### src/lts_pkg.sv
`default_nettype none

package lts_pkg;

    typedef enum logic [3:0] {
        KIND_IDENT = 4'd0,
        KIND_INT   = 4'd1,
        KIND_FLOAT = 4'd2,
        KIND_BEGIN = 4'd3,
        KIND_END   = 4'd4,
        KIND_IF    = 4'd5,
        KIND_THEN  = 4'd6,
        KIND_ELSE  = 4'd7,
        KIND_LT    = 4'd8,
        KIND_LE    = 4'd9,
        KIND_EQ    = 4'd10,
        KIND_NE    = 4'd11,
        KIND_GT    = 4'd12,
        KIND_GE    = 4'd13,
        KIND_ERROR = 4'd14
    } t_kind;

    typedef enum logic [2:0] {
        MODE_IDLE,
        MODE_IDENT,
        MODE_INT,
        MODE_FLOAT,
        MODE_LT,
        MODE_GT
    } t_mode;

    typedef enum logic [3:0] {
        CLS_LETTER,
        CLS_DIGIT,
        CLS_DOT,
        CLS_LT,
        CLS_GT,
        CLS_EQ,
        CLS_BLANK,
        CLS_OTHER,
        CLS_END
    } t_cls;

    typedef struct packed {
        t_cls       cls;
        logic [7:0] code;
    } t_cmd;

    typedef enum logic [1:0] {
        BS_READY,
        BS_FETCH,
        BS_EMIT,
        BS_APPLY
    } t_bstate;

    localparam logic [7:0] CH_UPPER_A = 8'h41;
    localparam logic [7:0] CH_UPPER_Z = 8'h5A;
    localparam logic [7:0] CH_LOWER_A = 8'h61;
    localparam logic [7:0] CH_LOWER_Z = 8'h7A;
    localparam logic [7:0] CH_ZERO    = 8'h30;
    localparam logic [7:0] CH_NINE    = 8'h39;
    localparam logic [7:0] CH_DOT     = 8'h2E;
    localparam logic [7:0] CH_LT      = 8'h3C;
    localparam logic [7:0] CH_EQ      = 8'h3D;
    localparam logic [7:0] CH_GT      = 8'h3E;
    localparam logic [7:0] CH_SPACE   = 8'h20;
    localparam logic [7:0] CH_TAB     = 8'h09;
    localparam logic [7:0] CH_NL      = 8'h0A;

    localparam int NUM_KW = 5;

    // Keyword spellings, padded with zeros to eight characters.
    localparam logic [7:0] KW_TEXT [NUM_KW][8] = '{
        '{8'h62, 8'h65, 8'h67, 8'h69, 8'h6E, 8'h00, 8'h00, 8'h00},
        '{8'h65, 8'h6E, 8'h64, 8'h00, 8'h00, 8'h00, 8'h00, 8'h00},
        '{8'h69, 8'h66, 8'h00, 8'h00, 8'h00, 8'h00, 8'h00, 8'h00},
        '{8'h74, 8'h68, 8'h65, 8'h6E, 8'h00, 8'h00, 8'h00, 8'h00},
        '{8'h65, 8'h6C, 8'h73, 8'h65, 8'h00, 8'h00, 8'h00, 8'h00}
    };

    localparam logic [2:0] KW_LEN [NUM_KW] = '{3'd5, 3'd3, 3'd2, 3'd4, 3'd4};

    localparam t_kind KW_KIND [NUM_KW] = '{KIND_BEGIN, KIND_END, KIND_IF, KIND_THEN, KIND_ELSE};

endpackage

`default_nettype wire

### src/lts_ifs.sv
`default_nettype none

interface lts_in_if;
    logic       valid;
    logic       ready;
    logic [7:0] char_code;
    logic       end_of_input;

    modport source(output valid, output char_code, output end_of_input, input ready);
    modport sink(input valid, input char_code, input end_of_input, output ready);
endinterface

interface lts_out_if;
    logic          valid;
    logic          ready;
    lts_pkg::t_kind token_kind;
    logic [7:0]    char_value;
    logic          last_of_run;
    logic          truncated;

    modport source(output valid, output token_kind, output char_value, output last_of_run,
                   output truncated, input ready);
    modport sink(input valid, input token_kind, input char_value, input last_of_run,
                 input truncated, output ready);
endinterface

`default_nettype wire

### src/lexical_token_scanner.sv
// Scans a character stream into identifiers, the keywords begin/end/if/then/else, integers,
// floats and relational operators, one request per character; a request with end_of_input set
// flushes the pending token. Each token leaves as a run of results with one text character each
// and last_of_run on the final one; operators and errors are single results with a zero
// character. A front stage classifies characters into a two-entry queue, and a back sequencer
// executes them: a character that extends a token or completes a two-character operator is
// taken in the READY state, and any other character is then applied in the APPLY state. A
// flush reads each stored character via FETCH and EMIT; the token buffer has a registered read.
// The sequencer waits while its result register holds a result that has not been taken. Text
// beyond MAX_TOKEN_CHARS characters is dropped and the token's results carry truncated.
`default_nettype none

module lexical_token_scanner #(
    parameter int MAX_TOKEN_CHARS = 19
) (
    input  wire logic i_clk,
    input  wire logic i_rst_n,
    lts_in_if.sink    i_req,
    lts_out_if.source o_res
);

    lts_pkg::t_cmd w_cmd;
    logic          w_cmd_valid;
    logic          w_cmd_pop;

    lts_front u_front (
        .i_clk       (i_clk),
        .i_rst_n     (i_rst_n),
        .i_req       (i_req),
        .o_cmd       (w_cmd),
        .o_cmd_valid (w_cmd_valid),
        .i_cmd_pop   (w_cmd_pop)
    );

    lts_back #(
        .MAX_TOKEN_CHARS (MAX_TOKEN_CHARS)
    ) u_back (
        .i_clk       (i_clk),
        .i_rst_n     (i_rst_n),
        .i_cmd       (w_cmd),
        .i_cmd_valid (w_cmd_valid),
        .o_cmd_pop   (w_cmd_pop),
        .o_res       (o_res)
    );

endmodule

`default_nettype wire

### src/lts_front.sv
`default_nettype none

module lts_front (
    input  wire logic     i_clk,
    input  wire logic     i_rst_n,
    lts_in_if.sink        i_req,
    output lts_pkg::t_cmd o_cmd,
    output logic          o_cmd_valid,
    input  wire logic     i_cmd_pop
);

    lts_pkg::t_cmd w_cmd;
    lts_pkg::t_cmd r_q [2];
    logic          r_wp;
    logic          r_rp;
    logic [1:0]    r_cnt;
    logic          w_push;
    logic          w_pop;
    logic [7:0]    w_c;

    assign w_c = i_req.char_code;

    always_comb begin
        w_cmd.code = w_c;
        if (i_req.end_of_input) begin
            w_cmd.cls = lts_pkg::CLS_END;
        end else if ((w_c >= lts_pkg::CH_LOWER_A && w_c <= lts_pkg::CH_LOWER_Z) ||
                     (w_c >= lts_pkg::CH_UPPER_A && w_c <= lts_pkg::CH_UPPER_Z)) begin
            w_cmd.cls = lts_pkg::CLS_LETTER;
        end else if (w_c >= lts_pkg::CH_ZERO && w_c <= lts_pkg::CH_NINE) begin
            w_cmd.cls = lts_pkg::CLS_DIGIT;
        end else if (w_c == lts_pkg::CH_DOT) begin
            w_cmd.cls = lts_pkg::CLS_DOT;
        end else if (w_c == lts_pkg::CH_LT) begin
            w_cmd.cls = lts_pkg::CLS_LT;
        end else if (w_c == lts_pkg::CH_GT) begin
            w_cmd.cls = lts_pkg::CLS_GT;
        end else if (w_c == lts_pkg::CH_EQ) begin
            w_cmd.cls = lts_pkg::CLS_EQ;
        end else if (w_c == lts_pkg::CH_SPACE || w_c == lts_pkg::CH_TAB ||
                     w_c == lts_pkg::CH_NL) begin
            w_cmd.cls = lts_pkg::CLS_BLANK;
        end else begin
            w_cmd.cls = lts_pkg::CLS_OTHER;
        end
    end

    assign i_req.ready = (r_cnt != 2'd2);
    assign w_push      = i_req.valid && i_req.ready;
    assign o_cmd_valid = (r_cnt != 2'd0);
    assign w_pop       = i_cmd_pop && o_cmd_valid;
    assign o_cmd       = r_q[r_rp];

    always_ff @(posedge i_clk) begin
        if (w_push) begin
            r_q[r_wp] <= w_cmd;
        end
    end

    always_ff @(posedge i_clk) begin
        if (!i_rst_n) begin
            r_wp  <= 1'b0;
            r_rp  <= 1'b0;
            r_cnt <= 2'd0;
        end else begin
            if (w_push) begin
                r_wp <= !r_wp;
            end
            if (w_pop) begin
                r_rp <= !r_rp;
            end
            if (w_push && !w_pop) begin
                r_cnt <= r_cnt + 2'd1;
            end else if (w_pop && !w_push) begin
                r_cnt <= r_cnt - 2'd1;
            end
        end
    end

    a_cnt_range: assert property (@(posedge i_clk) disable iff (!i_rst_n)
        r_cnt <= 2'd2)
        else $error("Request queue count out of range.");

    a_push_grows: assert property (@(posedge i_clk) disable iff (!i_rst_n)
        (w_push && !w_pop) |=> (r_cnt == $past(r_cnt) + 2'd1))
        else $error("Request queue count did not grow on a push.");

endmodule

`default_nettype wire

### src/lts_back.sv
`default_nettype none

module lts_back #(
    parameter int MAX_TOKEN_CHARS = 19
) (
    input  wire logic          i_clk,
    input  wire logic          i_rst_n,
    input  wire lts_pkg::t_cmd i_cmd,
    input  wire logic          i_cmd_valid,
    output logic               o_cmd_pop,
    lts_out_if.source          o_res
);

    localparam int LW = $clog2(MAX_TOKEN_CHARS + 1);
    localparam int IW = $clog2(MAX_TOKEN_CHARS);
    localparam int NK = lts_pkg::NUM_KW;

    lts_pkg::t_bstate r_state, n_state;
    lts_pkg::t_mode   r_mode, n_mode;
    logic [LW-1:0]    r_len, n_len;
    logic             r_ovf, n_ovf;
    logic [NK-1:0]    r_kw_ok, n_kw_ok;
    logic [IW-1:0]    r_idx, n_idx;
    lts_pkg::t_cmd    r_cur, n_cur;
    lts_pkg::t_kind   r_kind, n_kind;
    logic [7:0]       r_rd;
    logic [7:0]       r_buf [MAX_TOKEN_CHARS];

    logic             r_out_valid, n_out_valid;
    lts_pkg::t_kind   r_out_kind;
    logic [7:0]       r_out_char;
    logic             r_out_last;
    logic             r_out_trunc;

    logic             w_slot_free;
    logic             w_emit;
    lts_pkg::t_kind   w_ekind;
    logic [7:0]       w_echar;
    logic             w_elast;
    logic             w_etrunc;
    logic             w_store;
    logic             w_sfresh;
    logic             w_we;
    logic             w_last;
    lts_pkg::t_kind   w_id_kind;
    logic [NK-1:0]    w_kw_base;

    assign w_slot_free = !r_out_valid || o_res.ready;
    assign w_last      = ((LW'(r_idx) + LW'(1)) == r_len);

    always_comb begin
        w_id_kind = lts_pkg::KIND_IDENT;
        for (int k = 0; k < NK; k++) begin
            if (!r_ovf && r_kw_ok[k] && r_len == LW'(lts_pkg::KW_LEN[k])) begin
                w_id_kind = lts_pkg::KW_KIND[k];
            end
        end
    end

    always_comb begin
        n_state     = r_state;
        n_mode      = r_mode;
        n_len       = r_len;
        n_ovf       = r_ovf;
        n_kw_ok     = r_kw_ok;
        n_idx       = r_idx;
        n_cur       = r_cur;
        n_kind      = r_kind;
        o_cmd_pop   = 1'b0;
        w_emit      = 1'b0;
        w_ekind     = lts_pkg::KIND_ERROR;
        w_echar     = 8'd0;
        w_elast     = 1'b1;
        w_etrunc    = 1'b0;
        w_store     = 1'b0;
        w_sfresh    = 1'b0;
        w_we        = 1'b0;
        w_kw_base   = r_kw_ok;

        unique case (r_state)
            lts_pkg::BS_READY: begin
                if (i_cmd_valid && w_slot_free) begin
                    o_cmd_pop = 1'b1;
                    n_cur     = i_cmd;
                    unique case (r_mode)
                        lts_pkg::MODE_IDENT: begin
                            if (i_cmd.cls == lts_pkg::CLS_LETTER ||
                                i_cmd.cls == lts_pkg::CLS_DIGIT) begin
                                w_store = 1'b1;
                            end else begin
                                n_state = lts_pkg::BS_FETCH;
                            end
                        end
                        lts_pkg::MODE_INT: begin
                            if (i_cmd.cls == lts_pkg::CLS_DIGIT) begin
                                w_store = 1'b1;
                            end else if (i_cmd.cls == lts_pkg::CLS_DOT) begin
                                w_store = 1'b1;
                                n_mode  = lts_pkg::MODE_FLOAT;
                            end else begin
                                n_state = lts_pkg::BS_FETCH;
                            end
                        end
                        lts_pkg::MODE_FLOAT: begin
                            if (i_cmd.cls == lts_pkg::CLS_DIGIT) begin
                                w_store = 1'b1;
                            end else begin
                                n_state = lts_pkg::BS_FETCH;
                            end
                        end
                        lts_pkg::MODE_LT: begin
                            w_emit = 1'b1;
                            n_mode = lts_pkg::MODE_IDLE;
                            if (i_cmd.cls == lts_pkg::CLS_EQ) begin
                                w_ekind = lts_pkg::KIND_LE;
                            end else if (i_cmd.cls == lts_pkg::CLS_GT) begin
                                w_ekind = lts_pkg::KIND_NE;
                            end else begin
                                w_ekind = lts_pkg::KIND_LT;
                                n_state = lts_pkg::BS_APPLY;
                            end
                        end
                        lts_pkg::MODE_GT: begin
                            w_emit = 1'b1;
                            n_mode = lts_pkg::MODE_IDLE;
                            if (i_cmd.cls == lts_pkg::CLS_EQ) begin
                                w_ekind = lts_pkg::KIND_GE;
                            end else begin
                                w_ekind = lts_pkg::KIND_GT;
                                n_state = lts_pkg::BS_APPLY;
                            end
                        end
                        default: begin
                            n_mode  = lts_pkg::MODE_IDLE;
                            n_state = lts_pkg::BS_APPLY;
                        end
                    endcase
                    if (n_state == lts_pkg::BS_FETCH) begin
                        n_idx  = '0;
                        n_mode = lts_pkg::MODE_IDLE;
                        if (r_mode == lts_pkg::MODE_IDENT) begin
                            n_kind = w_id_kind;
                        end else if (r_mode == lts_pkg::MODE_INT) begin
                            n_kind = lts_pkg::KIND_INT;
                        end else begin
                            n_kind = lts_pkg::KIND_FLOAT;
                        end
                    end
                end
            end
            lts_pkg::BS_FETCH: begin
                n_state = lts_pkg::BS_EMIT;
            end
            lts_pkg::BS_EMIT: begin
                if (w_slot_free) begin
                    w_emit   = 1'b1;
                    w_ekind  = r_kind;
                    w_echar  = r_rd;
                    w_elast  = w_last;
                    w_etrunc = r_ovf;
                    if (w_last) begin
                        n_len   = '0;
                        n_ovf   = 1'b0;
                        n_state = lts_pkg::BS_APPLY;
                    end else begin
                        n_idx   = IW'(LW'(r_idx) + LW'(1));
                        n_state = lts_pkg::BS_FETCH;
                    end
                end
            end
            lts_pkg::BS_APPLY: begin
                if (w_slot_free) begin
                    n_state = lts_pkg::BS_READY;
                    unique case (r_cur.cls) inside
                        lts_pkg::CLS_LETTER: begin
                            n_mode   = lts_pkg::MODE_IDENT;
                            w_store  = 1'b1;
                            w_sfresh = 1'b1;
                        end
                        lts_pkg::CLS_DIGIT: begin
                            n_mode   = lts_pkg::MODE_INT;
                            w_store  = 1'b1;
                            w_sfresh = 1'b1;
                        end
                        lts_pkg::CLS_LT: begin
                            n_mode = lts_pkg::MODE_LT;
                        end
                        lts_pkg::CLS_GT: begin
                            n_mode = lts_pkg::MODE_GT;
                        end
                        lts_pkg::CLS_EQ: begin
                            w_emit  = 1'b1;
                            w_ekind = lts_pkg::KIND_EQ;
                        end
                        lts_pkg::CLS_BLANK, lts_pkg::CLS_END: begin
                        end
                        default: begin
                            w_emit  = 1'b1;
                            w_ekind = lts_pkg::KIND_ERROR;
                        end
                    endcase
                end
            end
            default: begin
                n_state = lts_pkg::BS_READY;
            end
        endcase

        if (w_sfresh) begin
            w_kw_base = '1;
        end
        if (w_store) begin
            if (r_len < LW'(MAX_TOKEN_CHARS)) begin
                w_we  = 1'b1;
                n_len = r_len + LW'(1);
                for (int k = 0; k < NK; k++) begin
                    n_kw_ok[k] = w_kw_base[k] && (r_len < LW'(lts_pkg::KW_LEN[k])) &&
                                 (n_cur.code == lts_pkg::KW_TEXT[k][r_len[2:0]]);
                end
            end else begin
                n_ovf = 1'b1;
            end
        end

        if (w_emit) begin
            n_out_valid = 1'b1;
        end else if (o_res.ready) begin
            n_out_valid = 1'b0;
        end else begin
            n_out_valid = r_out_valid;
        end
    end

    always_ff @(posedge i_clk) begin
        if (w_we) begin
            r_buf[r_len[IW-1:0]] <= n_cur.code;
        end
        r_rd <= r_buf[r_idx];
    end

    always_ff @(posedge i_clk) begin
        r_kw_ok <= n_kw_ok;
        r_idx   <= n_idx;
        r_cur   <= n_cur;
        r_kind  <= n_kind;
        if (w_emit) begin
            r_out_kind  <= w_ekind;
            r_out_char  <= w_echar;
            r_out_last  <= w_elast;
            r_out_trunc <= w_etrunc;
        end
    end

    always_ff @(posedge i_clk) begin
        if (!i_rst_n) begin
            r_state     <= lts_pkg::BS_READY;
            r_mode      <= lts_pkg::MODE_IDLE;
            r_len       <= '0;
            r_ovf       <= 1'b0;
            r_out_valid <= 1'b0;
        end else begin
            r_state     <= n_state;
            r_mode      <= n_mode;
            r_len       <= n_len;
            r_ovf       <= n_ovf;
            r_out_valid <= n_out_valid;
        end
    end

    assign o_res.valid       = r_out_valid;
    assign o_res.token_kind  = r_out_kind;
    assign o_res.char_value  = r_out_char;
    assign o_res.last_of_run = r_out_last;
    assign o_res.truncated   = r_out_trunc;

    a_len_bound: assert property (@(posedge i_clk) disable iff (!i_rst_n)
        r_len <= LW'(MAX_TOKEN_CHARS))
        else $error("Token length exceeds the buffer.");

    a_ovf_full: assert property (@(posedge i_clk) disable iff (!i_rst_n)
        r_ovf |-> (r_len == LW'(MAX_TOKEN_CHARS)))
        else $error("Overflow flagged while the buffer is not full.");

    a_emit_index: assert property (@(posedge i_clk) disable iff (!i_rst_n)
        (r_state == lts_pkg::BS_EMIT) |-> (LW'(r_idx) < r_len))
        else $error("Token read index beyond the stored length.");

endmodule

`default_nettype wire

### src/flat_wrapper.sv
// flat-port wrapper written by rule: the top's interface ports become plain ports
module lexical_token_scanner_flat 
#(
    parameter int MAX_TOKEN_CHARS = 19
)
  (i_clk, i_rst_n, i_req_valid, i_req_char_code, i_req_end_of_input, i_req_ready, o_res_valid, o_res_token_kind, o_res_char_value, o_res_last_of_run, o_res_truncated, o_res_ready);
  lts_in_if i_req_i ();
  lts_out_if o_res_i ();
  input  wire logic i_clk;
  input  wire logic i_rst_n;
  input wire logic [$bits(i_req_i.valid)-1:0] i_req_valid;
  input wire logic [$bits(i_req_i.char_code)-1:0] i_req_char_code;
  input wire logic [$bits(i_req_i.end_of_input)-1:0] i_req_end_of_input;
  output wire logic [$bits(i_req_i.ready)-1:0] i_req_ready;
  output wire logic [$bits(o_res_i.valid)-1:0] o_res_valid;
  output wire logic [$bits(o_res_i.token_kind)-1:0] o_res_token_kind;
  output wire logic [$bits(o_res_i.char_value)-1:0] o_res_char_value;
  output wire logic [$bits(o_res_i.last_of_run)-1:0] o_res_last_of_run;
  output wire logic [$bits(o_res_i.truncated)-1:0] o_res_truncated;
  input wire logic [$bits(o_res_i.ready)-1:0] o_res_ready;
  assign i_req_i.valid = i_req_valid;
  assign i_req_i.char_code = i_req_char_code;
  assign i_req_i.end_of_input = i_req_end_of_input;
  assign i_req_ready = i_req_i.ready;
  assign o_res_valid = o_res_i.valid;
  assign o_res_token_kind = o_res_i.token_kind;
  assign o_res_char_value = o_res_i.char_value;
  assign o_res_last_of_run = o_res_i.last_of_run;
  assign o_res_truncated = o_res_i.truncated;
  assign o_res_i.ready = o_res_ready;
  lexical_token_scanner #(.MAX_TOKEN_CHARS(MAX_TOKEN_CHARS)) u_core (.i_clk(i_clk), .i_rst_n(i_rst_n), .i_req(i_req_i), .o_res(o_res_i));
endmodule
### config.mk
export PLATFORM = sky130hd
export DESIGN_NAME = lexical_token_scanner_flat
export DESIGN_NICKNAME = d
export VERILOG_FILES = /design/src/lts_pkg.sv /design/src/lts_ifs.sv /design/src/lexical_token_scanner.sv /design/src/lts_front.sv /design/src/lts_back.sv /design/src/flat_wrapper.sv
export SDC_FILE = /design/constraint.sdc
export NUM_CORES = 1
export LEC_CHECK = 0
export ABC_AREA = 1
export BUFFER_PORTS_ARGS = -buffer_cell sky130_fd_sc_hd__buf_4
export CAP_MARGIN = 20
export CORE_ASPECT_RATIO = 1.5
export CORE_MARGIN = 5
export CORE_UTILIZATION = 60
export CTS_BUF_LIST = sky130_fd_sc_hd__clkbuf_16
export DETAILED_ROUTE_END_ITERATION = 7
export PLACE_DENSITY = 0.77
export SYNTH_ARGS = -nofsm -noshare
export SYNTH_HDL_FRONTEND = slang
export SYNTH_SLANG_ARGS = --single-unit
export TNS_END_PERCENT = 50
### constraint.sdc
create_clock -name i_clk -period 7.25 [get_ports i_clk]
set_input_delay 0.725 -clock i_clk [delete_from_list [all_inputs] [get_ports i_clk]]
set_output_delay 0.725 -clock i_clk [all_outputs]
set_load 0.05 [all_outputs]
* After elaboration in Yosys (flattened, before gate mapping)
Memories as Yosys holds them, arrays and structs flattened. A register that Yosys moved wholly into a read port is not among the register bits.
Cells that the tools add are included.
** Operators by class
- $lt $le $gt $ge :: 12
- Bitwise operators :: 1
- Add/subtract/negate cells :: 4
- Reduce and logical (&&, ||, !) cells :: 58
- Eq/ne operators :: 46
- Muxes and demuxes :: 105
** Operator list (count)
- two-way mux 8 bit :: 12
- two-way mux 3 bit :: 17
- two-way mux 5 bit :: 10
- two-way mux 2 bit :: 21
- equality test 8 x 6 -> 1 bit, second input constant :: 5
- equality test 8 bit :: 5
- two-way mux 1 bit :: 32
- logical AND 1 bit :: 28
- equality test 4 x 3 -> 1 bit, second input constant :: 5
- case mux 3 bit (2 select lines) :: 3
- equality test 8 x 4 -> 1 bit, second input constant :: 2
- greater-or-equal comparator 8 x 7 -> 1 bit, second input constant :: 2
- less-or-equal comparator 8 x 7 -> 1 bit, second input constant :: 2
- != test 2 bit, second input constant :: 6
- case mux 3 bit (4 select lines) :: 1
- case mux 4 bit (3 select lines) :: 1
- adder 5 x 1 -> 5 bit, second input constant :: 2
- equality test 5 x 2 -> 1 bit, second input constant :: 2
- equality test 5 x 3 -> 1 bit, second input constant :: 2
- less-than comparator 5 x 2 -> 1 bit, second input constant :: 2
- less-than comparator 5 x 3 -> 1 bit, second input constant :: 2
- case mux 2 bit (5 select lines) :: 1
- case mux 5 bit (2 select lines) :: 1
- nonzero test 2 bit :: 5
- other kinds (33) :: 57
** Word-level totals
- Flip-flop bits (word level) :: 56
- Word-level logic and storage cells :: 250
- Input port bits :: 13
- Output and inout port bits :: 16
- Memory bits (read-only) :: 320
- Memories kept :: 7
- Memory bits (writable) :: 176
** Memory list
- u_core.u_back.r_buf :: words 19, width 8, read ports 1, clocked after memory_dff 1, write ports 1, line lts_back.sv:27 : logic [7:0] r_buf [MAX_TOKEN_CHARS];
- (no name shown) :: words 8, width 8, read ports 1, clocked after memory_dff 0, write ports 0, line lts_back.sv:218 : (n_cur.code == lts_pkg::KW_TEXT[k][r_len[2:0]]);
- (no name shown) :: words 8, width 8, read ports 1, clocked after memory_dff 0, write ports 0, line lts_back.sv:218
- (no name shown) :: words 8, width 8, read ports 1, clocked after memory_dff 0, write ports 0, line lts_back.sv:218
- (no name shown) :: words 8, width 8, read ports 1, clocked after memory_dff 0, write ports 0, line lts_back.sv:218
- (no name shown) :: words 8, width 8, read ports 1, clocked after memory_dff 0, write ports 0, line lts_back.sv:218
- +1 memories

* Logic depth before layout (Yosys ltp)
- Depth after elaboration :: 11
- Depth in mapped cells :: 17
- Mapped depth without buffers :: 16

* Hierarchy
A second synthesis with hierarchy kept.
** Second synthesis, totals
- Cell total of the unflattened synthesis :: 1012
- Area, all modules :: 10661.5 sq um
** By module, submodules not included
- lts_back :: area each 9374.0 sq um, cells each 895, sequential area each 6055.8 sq um, times used 1
- lts_front :: area each 1287.5 sq um, cells each 117, sequential area each 820.8 sq um, times used 1

* Worst setup path after synthesis
Ideal clock, no wire load.
- Path kind :: input -> register
- From :: input o_res_ready
- To :: register u_core.u_back.r_kw_ok[4] (data pin)
- Required time :: 6.998 ns
- Data arrival time :: 2.172 ns
- Path buffers :: 1
- Library setup time :: 0.252 ns
- Slack :: 4.826 ns
- Cell stages on the path :: 11
- Cell sequence :: inv_1 > nand2_1 > o21ai_2 > nor2_4 > buf_4 > o21ai_2 > inv_1 > o22ai_1 > a21oi_1 > nand3_1 > nor2_1
** RTL lines
- start: declaration :: line flat_wrapper.sv:20 : input wire logic [$bits(o_res_i.ready)-1:0] o_res_ready;
- end signal: assignment :: line lts_back.sv:242 : r_kw_ok <= n_kw_ok;
- end: declaration :: line lts_back.sv:22 : logic [NK-1:0] r_kw_ok, n_kw_ok;

==> impl_metrics.tcl <==
set metrics [dict create \
    grt_max_degree 67 \
    syn_area_sq_mm 0.0106 \
    gp_congestion 0.924 \
    setup_viol 0 \
    p_per_area_mw_per_mm2 431 \
    numCtsBuffers 22 \
    hold_viol 0 \
    yosysUniqueCellTypes 47 \
    drive_gt1_share_pct 8.86 \
    cp.depth 10 \
    synth_flop_cell "edfxtp_1" \
    cts_hold_buf 0 \
    status "completed" \
    synthXorXnorAreaFrac_pct 1.08 \
    synth_top_family_by_area "simple AND/OR/NAND/NOR gates" \
    dr.pass1.iters 5 \
    hp-class "input pin to flip-flop" \
    clk_pin_slew_worst_paths_ns 0.06 \
    fmax_mhz 303 \
    core.rowCount 59 \
    critPathRequiredTime_ns 7.53 \
    vdd_drop_max_v 0.000323 \
    ios 29 \
    worstMarginPinSlew_ns 1.02 \
    synth_edf_count 207 \
    hold_slack_ns 0.422 \
    max_stage_delay_ns 0.45 \
    syn_to_final_growth_pct 11.0 \
    endpoint "u_core.u_back.r_kw_ok[2]$_DFFE_PP_" \
    num_vias 7571 \
    crit_chain "inv_1 -> ha_1 -> inv_1 -> nor2_4 -> nand3_1 -> o21ai_0 -> inv_1 -> nor2_1 -> nand3_1 -> nor4_1" \
    cts_tree "done" \
    r2r_end "u_core.u_back.r_kw_ok[2]$_DFFE_PP_" \
    worstPathMaxFanout 22 \
    grt_overflow 0 \
    reg2reg_from "u_core.u_back.r_state[0]$_SDFFE_PN0P_" \
    period_needed_ns 3.29 \
    grt_pass1_vias 7576 \
    final_util_pct 67.7 \
    avgSynthCellArea_sq_um 10.7 \
    drv_slew 0 \
    whs_path_depth 1 \
    start_kind "flip-flop" \
    cp_slowest_cell "inv_1" \
    setup.worst_path.start "u_core.u_back.r_state[0]$_SDFFE_PN0P_" \
    syn-num-nets 1017 \
    drt_iter0_markers 684 \
    yosysWarnings 0 \
    port_buffers 28 \
    postCtsSetupRepairBufs 0 \
    async_flop_share_pct 0 \
    gr-usage-all-layers_pct 24.4 \
    synth_mux_area_share_pct 0 \
    cts_buffer_depth 3 \
    syn_inst 990 \
    clk_latency_ns 0.51 \
    fin_worst_skew_ns 0.0128 \
    worstSetupPathType "flip-flop to flip-flop" \
    cp-end-kind "flip-flop" \
    fp.coreArea_sq_mm 0.0173 \
    clkSinkCount 240 \
    cp_common_cell "inv_1" \
    fin_crit_sh_pct 45.4 \
    drc_errors 0 \
    synth_compound_area_share_pct 11.9 \
    start_util_pct 60.9 \
    rsz0062_at_grt "no" \
    routed_via_density 6.11 \
    root_buffer "clkbuf_16" \
    synth-simple-area-share_pct 15.8 \
    yosysSeqAreaShare_pct 65.0 \
    htree_levels 1 \
    cts_resized 0 \
    die_x_um 118 \
    drt-total-wl_mm 25.3 \
    dp_hpwl_mm 16.8 \
    fin_nets 1038 \
    critPathArrivalTime_ns 3.58 \
    grt_pass1_wl_mm 39.7 \
    setup_tns_ns 0 \
    drv_cap 0 \
    max_slew_margin_pct 31.8 \
    p_leak_nw 4.29 \
    fill_cells 1243 \
    wire_per_inst_um 20.4 \
    r2r_setup_slack_ns 3.96 \
    ant_nets 0 \
    ys_ff_latch 240 \
    crit_buf_inv 3 \
    antenna_found_initial 0 \
    diodes 0 \
    critPathTopFamily "simple AND/OR/NAND/NOR gates" \
    ff2ff_path_depth 10 \
    die_area_sq_mm 0.0204 \
    synth_fa_ha_area_share_pct 1.66 \
    die_h_um 173 \
]
## cell usage in the layout (no fill, tap or decap), drive strengths merged, types with 14 or more instances in the layout
cell,n
o221ai,20
nand4,14
buf,36
dfxtp,33
clkbuf,23
inv,86
o22ai,17
nor2,170
o21ai,98
ha,14
a21oi,37
nand3,43
nor3,16
edfxtp,207
nand2,140
o211ai,14
## layout make-up
type,instances,area (sq um),share of cell area (%)
tap,213,267,2.27
clock buffer,23,576,4.90
clock inverter,17,211,1.80
sequential,240,6880,58.6
timing repair buffer,36,270,2.30
inverter,84,318,2.71
multi-input combinational,627,3220,27.4
## flip-flops by register name, indices dropped and copies added (netlist names), 3 cells and up, named ones only
signal and cells:
u_core.u_back.r_buf 152, u_core.u_front.r_q 24, u_core.u_back.r_cur 12, u_core.u_back.o_res.char_value 8, u_core.u_back.r_rd 8, u_core.u_back.r_idx 5, u_core.u_back.r_kw_ok 5, u_core.u_back.r_len 5
u_core.u_back.o_res.token_kind 4, u_core.u_back.r_kind 3, u_core.u_back.r_mode 3
## worst min-delay path by stage
| stage | startpoint | to | slack [ns] |
|---|---|---|---|
| finish | i_req_end_of_input | u_core.u_front.r_q[0][11]$_DFFE_PP_ | 0.42 |
| global route | i_req_end_of_input | u_core.u_front.r_q[0][11]$_DFFE_PP_ | 0.41 |
| CTS | i_req_end_of_input | u_core.u_front.r_q[0][11]$_DFFE_PP_ | 0.41 |
| detailed placement | u_core.u_back.r_ovf$_SDFF_PN0_ | u_core.u_back.r_ovf$_SDFF_PN0_ | 0.48 |
| global placement | u_core.u_front.r_rp$_SDFFE_PN0P_ | u_core.u_front.r_rp$_SDFFE_PN0P_ | 0.47 |
| floorplan | u_core.u_back.r_ovf$_SDFF_PN0_ | u_core.u_back.r_ovf$_SDFF_PN0_ | 0.46 |
## cells in the mapped netlist, types with 5 or more instances
cell type	n	area, sq um
clkbuf_1	32	120
nand4_1	14	87.6
a32oi_1	8	70.1
o21ai_0	94	470
inv_1	78	293
xor2_1	10	87.6
o211ai_1	14	105
dfxtp_1	33	661
nand2_1	133	499
ha_1	14	175
edfxtp_1	207	6220
o221ai_1	20	175
o22ai_1	17	106
nor2_1	166	623
nand2_2	5	31.3
nor3_1	16	80.1
a21oi_1	37	185
nand3_1	41	205
## logic make-up (layout without fill, tap and decap cells)
| logic type | count (synthesis) | count (layout) |
|---|---|---|
| buffers and inverters | 123 | 160 |
| and+or+nand+nor | 391 | 391 |
| xor gates and xnor gates | 13 | 13 |
| AOI/OAI and AO/OA | 209 | 209 |
| DFF | 240 | 240 |
| adders and majority gates | 14 | 14 |
## stage by stage
stage          setup slack (ns)  power (mW)  std cells  area, sq um
2_1_floorplan              4.83        3.25        990        10600
3_3_place_gp               3.97        3.78       1199        10900
3_5_place_dp               3.97        3.82       1200        11000
4_1_cts                    3.97        5.06       1240        11700
5_1_grt                    3.71        5.32       1240        11700
6_report                   3.96        5.06       1240        11700
## power breakdown
group | leakage [nW] | internal [mW] | switching (mW)
sequential | 2.17 | 1.91 | 0.0870
combinational | 1.73 | 0.463 | 1.35
clock | 0.393 | 0.755 | 0.494
total | 4.29 | 3.12 | 1.94
## per-layer routing
layer / global-route usage, % / share of wire (%) / routed length (um)
met3: 3.07 / 6.0 / 1510
met4: 14.2 / 6.2 / 1560
met2: 43.6 / 53 / 13400
met5: 0 / 0 / 0
met1: 27.7 / 35 / 8850
Power figures use the tool's default switching activity.
